===== config.mk =====
export PLATFORM = sky130hd
export DESIGN_NAME = utf8_stream_decoder_top_flat
export DESIGN_NICKNAME = d
export VERILOG_FILES = /design/src/hdl/utf8d_pkg.sv /design/src/hdl/utf8d_if.sv /design/src/hdl/utf8_stream_decoder_top.sv /design/src/flat_wrapper.sv
export SDC_FILE = /design/constraint.sdc
export NUM_CORES = 1
export LEC_CHECK = 0
export ABC_CLOCK_PERIOD_IN_PS = 4700
export BUFFER_PORTS_ARGS = -buffer_cell sky130_fd_sc_hd__buf_2
export CELL_PAD_IN_SITES_DETAIL_PLACEMENT = 1
export CELL_PAD_IN_SITES_GLOBAL_PLACEMENT = 1
export CORE_MARGIN = 2
export CORE_UTILIZATION = 48
export DETAILED_ROUTE_END_ITERATION = 8
export PLACE_DENSITY_LB_ADDON = 0.1
export SYNTH_ARGS = -nofsm -noshare
export SYNTH_HDL_FRONTEND = slang
export SYNTH_SLANG_ARGS = --single-unit

===== constraint.sdc =====
create_clock -name clock -period 4.7 [get_ports clock]
set_input_delay 0.705 -clock clock [delete_from_list [all_inputs] [get_ports clock]]
set_output_delay 0.705 -clock clock [all_outputs]
set_load 0.1 [all_outputs]

===== src/hdl/utf8d_pkg.sv =====
// ----------------------------------------------------------------------------
// utf8d_pkg
// Types, constants and the lead byte decode shared by the UTF-8 decoder.
// ----------------------------------------------------------------------------
package utf8d_pkg;

   localparam int BYTE_W   = 8;
   localparam int CODE_W   = 21;
   localparam int STATUS_W = 2;
   localparam int LEFT_W   = 2;

   localparam logic [CODE_W-1:0] REPLACEMENT_CODE = 21'h00FFFD;

   typedef enum logic [STATUS_W-1:0] {
      ST_COMPLETE     = 2'd0,
      ST_INVALID_LEAD = 2'd1,
      ST_BAD_CONT     = 2'd2,
      ST_CUT_BY_ZERO  = 2'd3
   } status_type;

   typedef struct packed {
      logic [CODE_W-1:0] code_point;
      status_type        status;
      logic              last_of_run;
   } result_type;

   // Outcome of decoding one byte as a lead byte while idle.
   typedef struct packed {
      logic              emit;
      logic [CODE_W-1:0] code_point;
      status_type        status;
      logic [LEFT_W-1:0] bytes_left;
      logic [CODE_W-1:0] partial_code;
   } lead_type;

   function automatic lead_type lead_decode(input logic [BYTE_W-1:0] b);
      lead_type r;
      r = '{emit: 1'b0, code_point: '0, status: ST_COMPLETE,
            bytes_left: '0, partial_code: '0};
      if (b < 8'h80) begin
         r.emit       = 1'b1;
         r.code_point = {{(CODE_W-BYTE_W){1'b0}}, b};
      end else if (b < 8'hC2 || b >= 8'hF5) begin
         r.emit   = 1'b1;
         r.status = ST_INVALID_LEAD;
      end else if (b < 8'hE0) begin
         r.bytes_left   = 2'd1;
         r.partial_code = {{(CODE_W-5){1'b0}}, b[4:0]};
      end else if (b < 8'hF0) begin
         r.bytes_left   = 2'd2;
         r.partial_code = {{(CODE_W-4){1'b0}}, b[3:0]};
      end else begin
         r.bytes_left   = 2'd3;
         r.partial_code = {{(CODE_W-3){1'b0}}, b[2:0]};
      end
      return r;
   endfunction

endpackage


===== src/hdl/utf8d_if.sv =====
// ----------------------------------------------------------------------------
// utf8d_req_if / utf8d_rsp_if
// Valid/ready channels for raw bytes in and decoded results out.
// ----------------------------------------------------------------------------
interface utf8d_req_if;
   logic                          valid;
   logic                          ready;
   logic [utf8d_pkg::BYTE_W-1:0]  in_byte;

   modport source (output valid, output in_byte, input ready);
   modport sink   (input valid, input in_byte, output ready);
endinterface

interface utf8d_rsp_if;
   logic                          valid;
   logic                          ready;
   logic [utf8d_pkg::CODE_W-1:0]  code_point;
   utf8d_pkg::status_type         status;
   logic                          last_of_run;

   modport source (output valid, output code_point, output status, output last_of_run,
                   input ready);
   modport sink   (input valid, input code_point, input status, input last_of_run,
                   output ready);
endinterface


===== src/hdl/utf8_stream_decoder_top.sv =====
// A byte accepted on req passes the input register, then the result queue, before its first
// result can be accepted on rsp.
// Throughput: one byte per cycle while rsp accepts results; a byte that gives two results
// holds the input until the queue has drained, since it drains one transaction per cycle.
// Reset (synchronous, active high) empties the input register and result queue and
// returns the decoder to idle between characters.
// ----------------------------------------------------------------------------
// utf8_stream_decoder_top
// Streaming UTF-8 decoder: input byte register, single-pass decode, and a
// two-entry result queue feeding the rsp channel.
// ----------------------------------------------------------------------------
module utf8_stream_decoder_top (
   input  logic               clock,
   input  logic               reset,
   utf8d_req_if.sink          req,
   utf8d_rsp_if.source        rsp
);

   // input register
   logic                              in_vld_ff, in_vld_in;
   logic [utf8d_pkg::BYTE_W-1:0]      in_byte_ff, in_byte_in;

   // decoder state
   logic [utf8d_pkg::LEFT_W-1:0]      left_ff, left_in;
   logic [utf8d_pkg::CODE_W-1:0]      partial_ff, partial_in;

   // result queue, entry 0 is the head
   utf8d_pkg::result_type             q0_ff, q0_in, q1_ff, q1_in;
   logic [1:0]                        cnt_ff, cnt_in;

   utf8d_pkg::result_type             r0, r1;
   logic [1:0]                        n_res;
   utf8d_pkg::lead_type               lead;
   logic [utf8d_pkg::LEFT_W-1:0]      left_dec;
   logic [utf8d_pkg::CODE_W-1:0]      partial_dec, shifted;
   logic                              pop, consume, accept;
   logic [1:0]                        cnt_after, n_push;
   utf8d_pkg::result_type             base0;

   // --- decode of the registered byte ---
   always_comb begin
      lead        = utf8d_pkg::lead_decode(in_byte_ff);
      shifted     = {partial_ff[utf8d_pkg::CODE_W-7:0], in_byte_ff[5:0]};
      r0          = '{code_point: '0, status: utf8d_pkg::ST_COMPLETE, last_of_run: 1'b1};
      r1          = '{code_point: lead.code_point, status: lead.status, last_of_run: 1'b1};
      n_res       = 2'd0;
      left_dec    = '0;
      partial_dec = '0;
      if (left_ff == '0) begin
         r0.code_point = lead.code_point;
         r0.status     = lead.status;
         n_res         = {1'b0, lead.emit};
         left_dec      = lead.bytes_left;
         partial_dec   = lead.partial_code;
      end else if (in_byte_ff == '0) begin
         r0.code_point = partial_ff;
         r0.status     = utf8d_pkg::ST_CUT_BY_ZERO;
         n_res         = 2'd1;
      end else if (in_byte_ff[7:6] == 2'b10) begin
         left_dec = left_ff - 2'd1;
         if (left_ff == 2'd1) begin
            r0.code_point = shifted;
            n_res         = 2'd1;
         end else begin
            partial_dec = shifted;
         end
      end else begin
         // not a continuation: replace, then decode the byte again as a lead
         r0.code_point  = utf8d_pkg::REPLACEMENT_CODE;
         r0.status      = utf8d_pkg::ST_BAD_CONT;
         r0.last_of_run = ~lead.emit;
         n_res          = lead.emit ? 2'd2 : 2'd1;
         left_dec       = lead.bytes_left;
         partial_dec    = lead.partial_code;
      end
   end

   // --- handshake and queue control ---
   assign pop       = rsp.valid & rsp.ready;
   assign cnt_after = cnt_ff - {1'b0, pop};
   assign consume   = in_vld_ff & ((2'd2 - cnt_after) >= n_res);
   assign req.ready = ~in_vld_ff | consume;
   assign accept    = req.valid & req.ready;
   assign n_push    = consume ? n_res : 2'd0;

   assign rsp.valid       = (cnt_ff != 2'd0);
   assign rsp.code_point  = q0_ff.code_point;
   assign rsp.status      = q0_ff.status;
   assign rsp.last_of_run = q0_ff.last_of_run;

   always_comb begin
      in_vld_in  = accept | (in_vld_ff & ~consume);
      in_byte_in = accept ? req.in_byte : in_byte_ff;
      left_in    = consume ? left_dec : left_ff;
      partial_in = consume ? partial_dec : partial_ff;

      base0  = pop ? q1_ff : q0_ff;
      cnt_in = cnt_after + n_push;
      q0_in  = (cnt_after == 2'd0 && n_push != 2'd0) ? r0 : base0;
      if (cnt_after == 2'd0) begin
         q1_in = r1;
      end else if (n_push != 2'd0) begin
         q1_in = r0;
      end else begin
         q1_in = q1_ff;
      end
   end

   always_ff @(posedge clock) begin
      if (reset) begin
         in_vld_ff  <= 1'b0;
         left_ff    <= '0;
         partial_ff <= '0;
         cnt_ff     <= 2'd0;
      end else begin
         in_vld_ff  <= in_vld_in;
         left_ff    <= left_in;
         partial_ff <= partial_in;
         cnt_ff     <= cnt_in;
      end
      in_byte_ff <= in_byte_in;
      q0_ff      <= q0_in;
      q1_ff      <= q1_in;
   end

endmodule


===== src/flat_wrapper.sv =====
// flat-port wrapper written by rule: the top's interface ports become plain ports
module utf8_stream_decoder_top_flat 
  (clock, reset, req_valid, req_in_byte, req_ready, rsp_valid, rsp_code_point, rsp_status, rsp_last_of_run, rsp_ready);
  utf8d_req_if req_i ();
  utf8d_rsp_if rsp_i ();
  input  logic clock;
  input  logic reset;
  input wire logic [$bits(req_i.valid)-1:0] req_valid;
  input wire logic [$bits(req_i.in_byte)-1:0] req_in_byte;
  output wire logic [$bits(req_i.ready)-1:0] req_ready;
  output wire logic [$bits(rsp_i.valid)-1:0] rsp_valid;
  output wire logic [$bits(rsp_i.code_point)-1:0] rsp_code_point;
  output wire logic [$bits(rsp_i.status)-1:0] rsp_status;
  output wire logic [$bits(rsp_i.last_of_run)-1:0] rsp_last_of_run;
  input wire logic [$bits(rsp_i.ready)-1:0] rsp_ready;
  assign req_i.valid = req_valid;
  assign req_i.in_byte = req_in_byte;
  assign req_ready = req_i.ready;
  assign rsp_valid = rsp_i.valid;
  assign rsp_code_point = rsp_i.code_point;
  assign rsp_status = rsp_i.status;
  assign rsp_last_of_run = rsp_i.last_of_run;
  assign rsp_i.ready = rsp_ready;
  utf8_stream_decoder_top u_core (.clock(clock), .reset(reset), .req(req_i), .rsp(rsp_i));
endmodule

== Yosys cells after proc, flatten, opt, wreduce, memory -nomap -nowiden ==
Cells that the tools add are included.
Word-level totals
  output and inout bits: 26
  logic and storage cells: 73
  register bits: 82
  input bits: 12
Operators by class
  equality and inequality tests: 2
  multiplexer cells: 32
  bitwise logic cells: 9
  reductions and logical operators: 9
  order comparisons: 6
  add/sub/neg operators: 4
Operators with widths (count)
  21-bit 2-to-1 mux: 6
  24-bit 2-to-1 mux: 4
  23-bit 2-to-1 mux: 4
  8-bit less-than comparator, second input constant: 4
  25-bit 2-to-1 mux: 1
  22-bit 2-to-1 mux: 1
  2-bit 2-to-1 mux: 8
  8-bit greater-or-equal comparator, second input constant: 1
  8-bit logical NOT: 1
  8-bit 2-to-1 mux: 1
  2-bit nonzero test: 4
  1-bit 2-to-1 mux: 6
  1-bit AND: 4
  2-bit logical NOT: 2
  3-bit 2-to-1 mux: 1
  1-bit NOT: 3
  2-bit adder: 1
  2-bit by 1-bit equality test with 1-bit output, second input constant: 1
  2-bit equality test, second input constant: 1
  2-bit greater-or-equal comparator: 1
  1-bit bitwise OR: 2
  2-bit by 1-bit subtractor with 2-bit output: 1
  2-bit by 1-bit subtractor with 2-bit output, second input constant: 1
  2-bit subtractor, first input constant: 1
  2 further kinds: 2

== Depth between registers and ports, before layout ==
  depth in word-level cells: 14
  depth in mapped cells: 16
  gate-level depth less buffers: 15

== Worst setup path before layout ==
Ideal clock, no wire load.
  path type: register to register
  from: register u_core.cnt_ff[1]
  to: register u_core.q1_ff[10] (netlist bit) (enable)
  period minus slack after synthesis: 4005 ps
  cell stages (with the launch flop): 13
  arrival time: 3578 ps
  setup time: 428 ps
  data required time: 4272 ps
  setup slack: 695 ps
  buffers on the path: 1
  path through: dfxtp_1 or2_2 and2_1 ha_1 xnor2_1 ha_1 inv_1 ha_1 o21ai_0 nor2_1 clkbuf_1 o211ai_1 nand2b_1
Between the ends
  cells in the longest elaborated chain, start to end: 9
  elaborated cells on any way between the ends: 10
  those cells by class: add/sub: 2; order compare: 1; mux: 1; bitwise: 2; reduce/logical: 4
RTL lines
  start, declared: line utf8_stream_decoder_top.sv:29  | logic [1:0] cnt_ff, cnt_in;
  start signal, assigned: line utf8_stream_decoder_top.sv:119  | cnt_ff <= cnt_in;
  2-bit nonzero test (*): line utf8_stream_decoder_top.sv:86  | assign rsp.valid = (cnt_ff != 2'd0);
  named net rsp_valid: line flat_wrapper.sv:11  | output wire logic [$bits(rsp_i.valid)-1:0] rsp_valid;
  1-bit AND (*): line utf8_stream_decoder_top.sv:79  | assign pop = rsp.valid & rsp.ready;
  2-bit by 1-bit subtractor with 2-bit output (*): line utf8_stream_decoder_top.sv:80  | assign cnt_after = cnt_ff - {1'b0, pop};
  2-bit subtractor: line utf8_stream_decoder_top.sv:81  | assign consume = in_vld_ff & ((2'd2 - cnt_after) >= n_res);
  2-bit greater-or-equal comparator: line utf8_stream_decoder_top.sv:81
  1-bit AND: line utf8_stream_decoder_top.sv:81
  2-bit 2-to-1 mux: line utf8_stream_decoder_top.sv:84  | assign n_push = consume ? n_res : 2'd0;
  2-bit nonzero test: line utf8_stream_decoder_top.sv:102  | end else if (n_push != 2'd0) begin
  2-bit nonzero test (no line) (*)
  end signal, assigned: line utf8_stream_decoder_top.sv:123  | q1_ff <= q1_in;
  end, declared: line utf8_stream_decoder_top.sv:28  | utf8d_pkg::result_type q0_ff, q0_in, q1_ff, q1_in;
Mark *: on every way through the listed nets, which the timed path passes. The rest lies on a longest branch.
A chain may end at the register's enable or synchronous reset.

== Worst setup path after layout ==
  from: register u_core.in_byte_ff[6] (netlist bit)
  to: register u_core.cnt_ff[1]
Between the ends
  cells in the longest elaborated chain, start to end: 12
  elaborated cells on any way between the ends: 16
  those cells by class: add/sub: 1; order compare: 4; eq/ne: 1; mux: 7; bitwise: 1; reduce/logical: 2
RTL lines
  start, declared: line utf8_stream_decoder_top.sv:21  | logic [utf8d_pkg::BYTE_W-1:0] in_byte_ff, in_byte_in;
  start signal, assigned: line utf8_stream_decoder_top.sv:121  | in_byte_ff <= in_byte_in;
  8-bit less-than comparator or 8-bit greater-or-equal comparator (tied branches): line utf8d_pkg.sv:43  | end else if (b < 8'hC2 || b >= 8'hF5) begin
  1-bit logical OR: line utf8d_pkg.sv:43
  1-bit 2-to-1 mux: line utf8d_pkg.sv:43
  1-bit 2-to-1 mux: line utf8d_pkg.sv:40  | if (b < 8'h80) begin
  2-bit 2-to-1 mux: line utf8_stream_decoder_top.sv:72  | n_res = lead.emit ? 2'd2 : 2'd1;
  2-bit 2-to-1 mux: line utf8_stream_decoder_top.sv:59  | end else if (in_byte_ff[7:6] == 2'b10) begin
  2-bit 2-to-1 mux: line utf8_stream_decoder_top.sv:55  | end else if (in_byte_ff == '0) begin
  2-bit 2-to-1 mux (*): line utf8_stream_decoder_top.sv:49  | if (left_ff == '0) begin
  2-bit greater-or-equal comparator: line utf8_stream_decoder_top.sv:81
  1-bit AND: line utf8_stream_decoder_top.sv:81
  2-bit 2-to-1 mux (*): line utf8_stream_decoder_top.sv:84
  2-bit adder (*): line utf8_stream_decoder_top.sv:98  | cnt_in = cnt_after + n_push;
Mark *: on every way between the ends. The rest lies on a longest branch, timed or not.

==> results.toml <==
[detailed_routing]
post-route-drc-count = 0
routed_wl_mm = 9.573
wire_per_inst_um = 19.58
avgViaCountPerCell = 5.785
vias = 2829
first_pass_iters = 4
ant_nets = 0
drt_iter0_drc = 163

[synthesis]
synthAdderAreaFrac_pct = 2.190
synth.area.top_cells = "edfxtp_1, dfxtp_1, mux2_4"
syn-cell-area_um2 = 4000
synth_most_common_cell = "edfxtp_1"
synth_xor_area_share_pct = 0.4379
synth_mux_area_share_pct = 7.820
ys_seq_area_share_pct = 54.80
yosys_most_used_dff = "edfxtp_1"
async_flop_share_pct = 0
syn_nets = 358
synth_edf_count = 55
yosys.area_share.simple_pct = 13.79
syn_avg_cell_area_um2 = 11.80
synth_top_cells_by_count = "edfxtp_1, dfxtp_1, nor2_1"
ys_warn_count = 0
yosysUniqueCellTypes = 60
syn_inst = 339
yosysTopAreaCellShare_pct = 41.29
synth_top_area_cell = "edfxtp_1"
synth_seq_cells = 82
synth_top_family_by_area = "compound AO/OA/AOI/OAI gates"
synth_compound_area_share_pct = 17.02

[worst_hold_path]
holdPathEnd = "u_core.in_byte_ff[2]"
whs_path_depth = 1
hp-start = "req_in_byte[2]"
worstHoldPathType = "primary input to register"

[sta]
period_needed_ps = 4136
maxSlewHeadroom_pct = 35.23
finClkSkew_ps = 10.81
hold_viol = 0
hold_ws_ps = 506.5
period_share_pct = 88.00
layout_setup_ws_ps = 564.0
finalMaxSlewViolations = 0
setup_viol = 0
worst_pin_slew_ps = 958.5
fmax_mhz = 241.8
grt_setup_unrepaired = "false"
tns_ps = 0

[clocking]
cts_inserted_buffers = 9
cts-root-buf = "clkbuf_8"
cts.sinks = 82
ctsHoldBuffers = 0
ctsLongestPathBuffers = 2
insertion_delay_ps = 370
clkTransAtPathRegs_ps = 90
post-cts-setup-buffer-count = 0
cts_tree = "done"
cts_resized = 0
htreeDepth = 3

[setup_path]
path_class = "register to register"
cp_max_fo = 15
r2r_cells = 12
cp-end-kind = "register"
arrival_ps = 4400
crit_required_ps = 4960
timing.critical_path.from_type = "register"
crit-reg2reg-launch = "u_core.in_byte_ff[6]"
cp_top_family = "simple AND/OR/NAND/NOR gates"
cp_num_buf_inv = 0
cpPeakStageDelay_ps = 720
r2r_end = "u_core.cnt_ff[1]"
r2r_slack_ps = 560
cp_slowest_cell = "nor2_1"
worstPathCellList = "and3b_1 -> a22oi_2 -> o211ai_1 -> ha_1 -> o21ai_0 -> nor2_1 -> o21ai_0 -> nor2_1 -> ha_1 -> xor2_1 -> nor2b_1 -> mux2_2"

[layout]
fill_cells = 883
final-seq-area_um2 = 2192
final_net_count = 398
n_antenna_cell = 0
area_growth_pct = 13.17
drive_above_1_share_pct = 23.70
multiInputGateArea_um2 = 1650

[die]
die_area_um2 = 9080
core_um2 = 8134
die_height_um = 95.29
initial_utilization_pct = 49.18
die_width_um = 95.29
io_pins = 38
std_cell_rows = 33

[global_routing]
grt-ovfl-total = 0
antenna_found_initial = 0
grt_pass1_wl_mm = 15.12
grt_pass1_vias = 2842
grt_start_max_net_pins = 28
grtUsageTotal_pct = 22.62

[run]
maxCapViolCount = 0

[place]
gp_congestion = 0.8428
io_buffers = 37
pre_cts_ws_ps = 624.7
dp_hpwl_mm = 6.907

[outcome]
status = "complete, no violations"
## flip-flops by register name, indices dropped and copies added (netlist names)
name                    count
u_core.rsp.code_point      21
u_core.in_vld_ff            1
u_core.cnt_ff               2
u_core.rsp.last_of_run      1
u_core.rsp.status           2
u_core.partial_ff          21
u_core.left_ff              2
u_core.in_byte_ff           8
u_core.q1_ff               24
## per-stage QoR
| stage | area, um2 | cells | utilization, % |
|---|---|---|---|
| floorplan | 4000 | 339 | - |
| global placement | 4320 | 473 | 53.11 |
| detailed placement | 4320 | 473 | 53.11 |
| CTS | 4527 | 489 | 55.65 |
| global route | 4527 | 489 | 55.65 |
| finish | 4527 | 489 | 55.65 |
## cell type report
cell class | count | area share [%]
flip-flops and latches | 82 | 48.42
inverters | 15 | 1.244
clock buffers | 9 | 2.736
multi-input cells | 220 | 36.46
clock inverters | 7 | 1.824
well taps | 105 | 2.902
repair buffers | 51 | 6.412
## worst max path at each step
stage,start,endpoint,slack [ps],cells after the start
floorplan,u_core.cnt_ff[1],u_core.q1_ff[10],690,12
global placement,u_core.in_byte_ff[6],u_core.rsp.code_point[17],740,10
detailed placement,u_core.in_byte_ff[6],u_core.rsp.code_point[12],620,10
CTS,u_core.in_byte_ff[6],u_core.cnt_ff[1],540,12
global route,u_core.in_byte_ff[6],u_core.cnt_ff[1],160,12
finish,u_core.in_byte_ff[6],u_core.cnt_ff[1],560,12
## cells by family after synthesis
logic type,after synthesis
flops,82
fa+ha+maj,7
simple gates,100
compound gates,86
mux,25
xor+xnor,2
buf+inv,37
## worst register-to-register path: cells and delay by family (launching register included)
| kind | cells | cell delay, ps |
|---|---|---|
| adder cells (fa/ha/maj) | 2 | 510 |
| AND/OR/NAND/NOR | 4 | 1360 |
| AO/OA/AOI/OAI | 4 | 1170 |
| XOR/XNOR | 1 | 80 |
| multiplexers | 1 | 290 |
| flip-flops | 1 | 620 |
## layout by cell type (no fill, tap or decap), types with 6 or more instances in the layout
cell type	instances
a22o_1	6
a2bb2oi_1	9
edfxtp_1	55
buf_4	14
nand2_1	18
buf_2	37
dfxtp_1	27
o21ai_0	6
nor2b_1	18
inv_1	15
mux2_4	11
clkbuf_8	9
mux2i_1	8
nand2b_1	6
nand3b_1	8
o31ai_1	7
ha_1	7
a22oi_1	16
mux2_2	6
a21oi_1	7
nor2_1	24
## routing by layer
| layer | routed length [um] | vias up | track usage [%] |
|---|---|---|---|
| met4 | 136 | 0 | 8.092 |
| li1 | - | 1375 | - |
| met5 | 0 | - | 0 |
| met2 | 4685 | 65 | 37.44 |
| met1 | 4464 | 1378 | 30.59 |
| met3 | 287 | 11 | 2.846 |
Power is not shown: default switching activity piles up to over one toggle a cycle in this logic, so the estimate is an artifact.
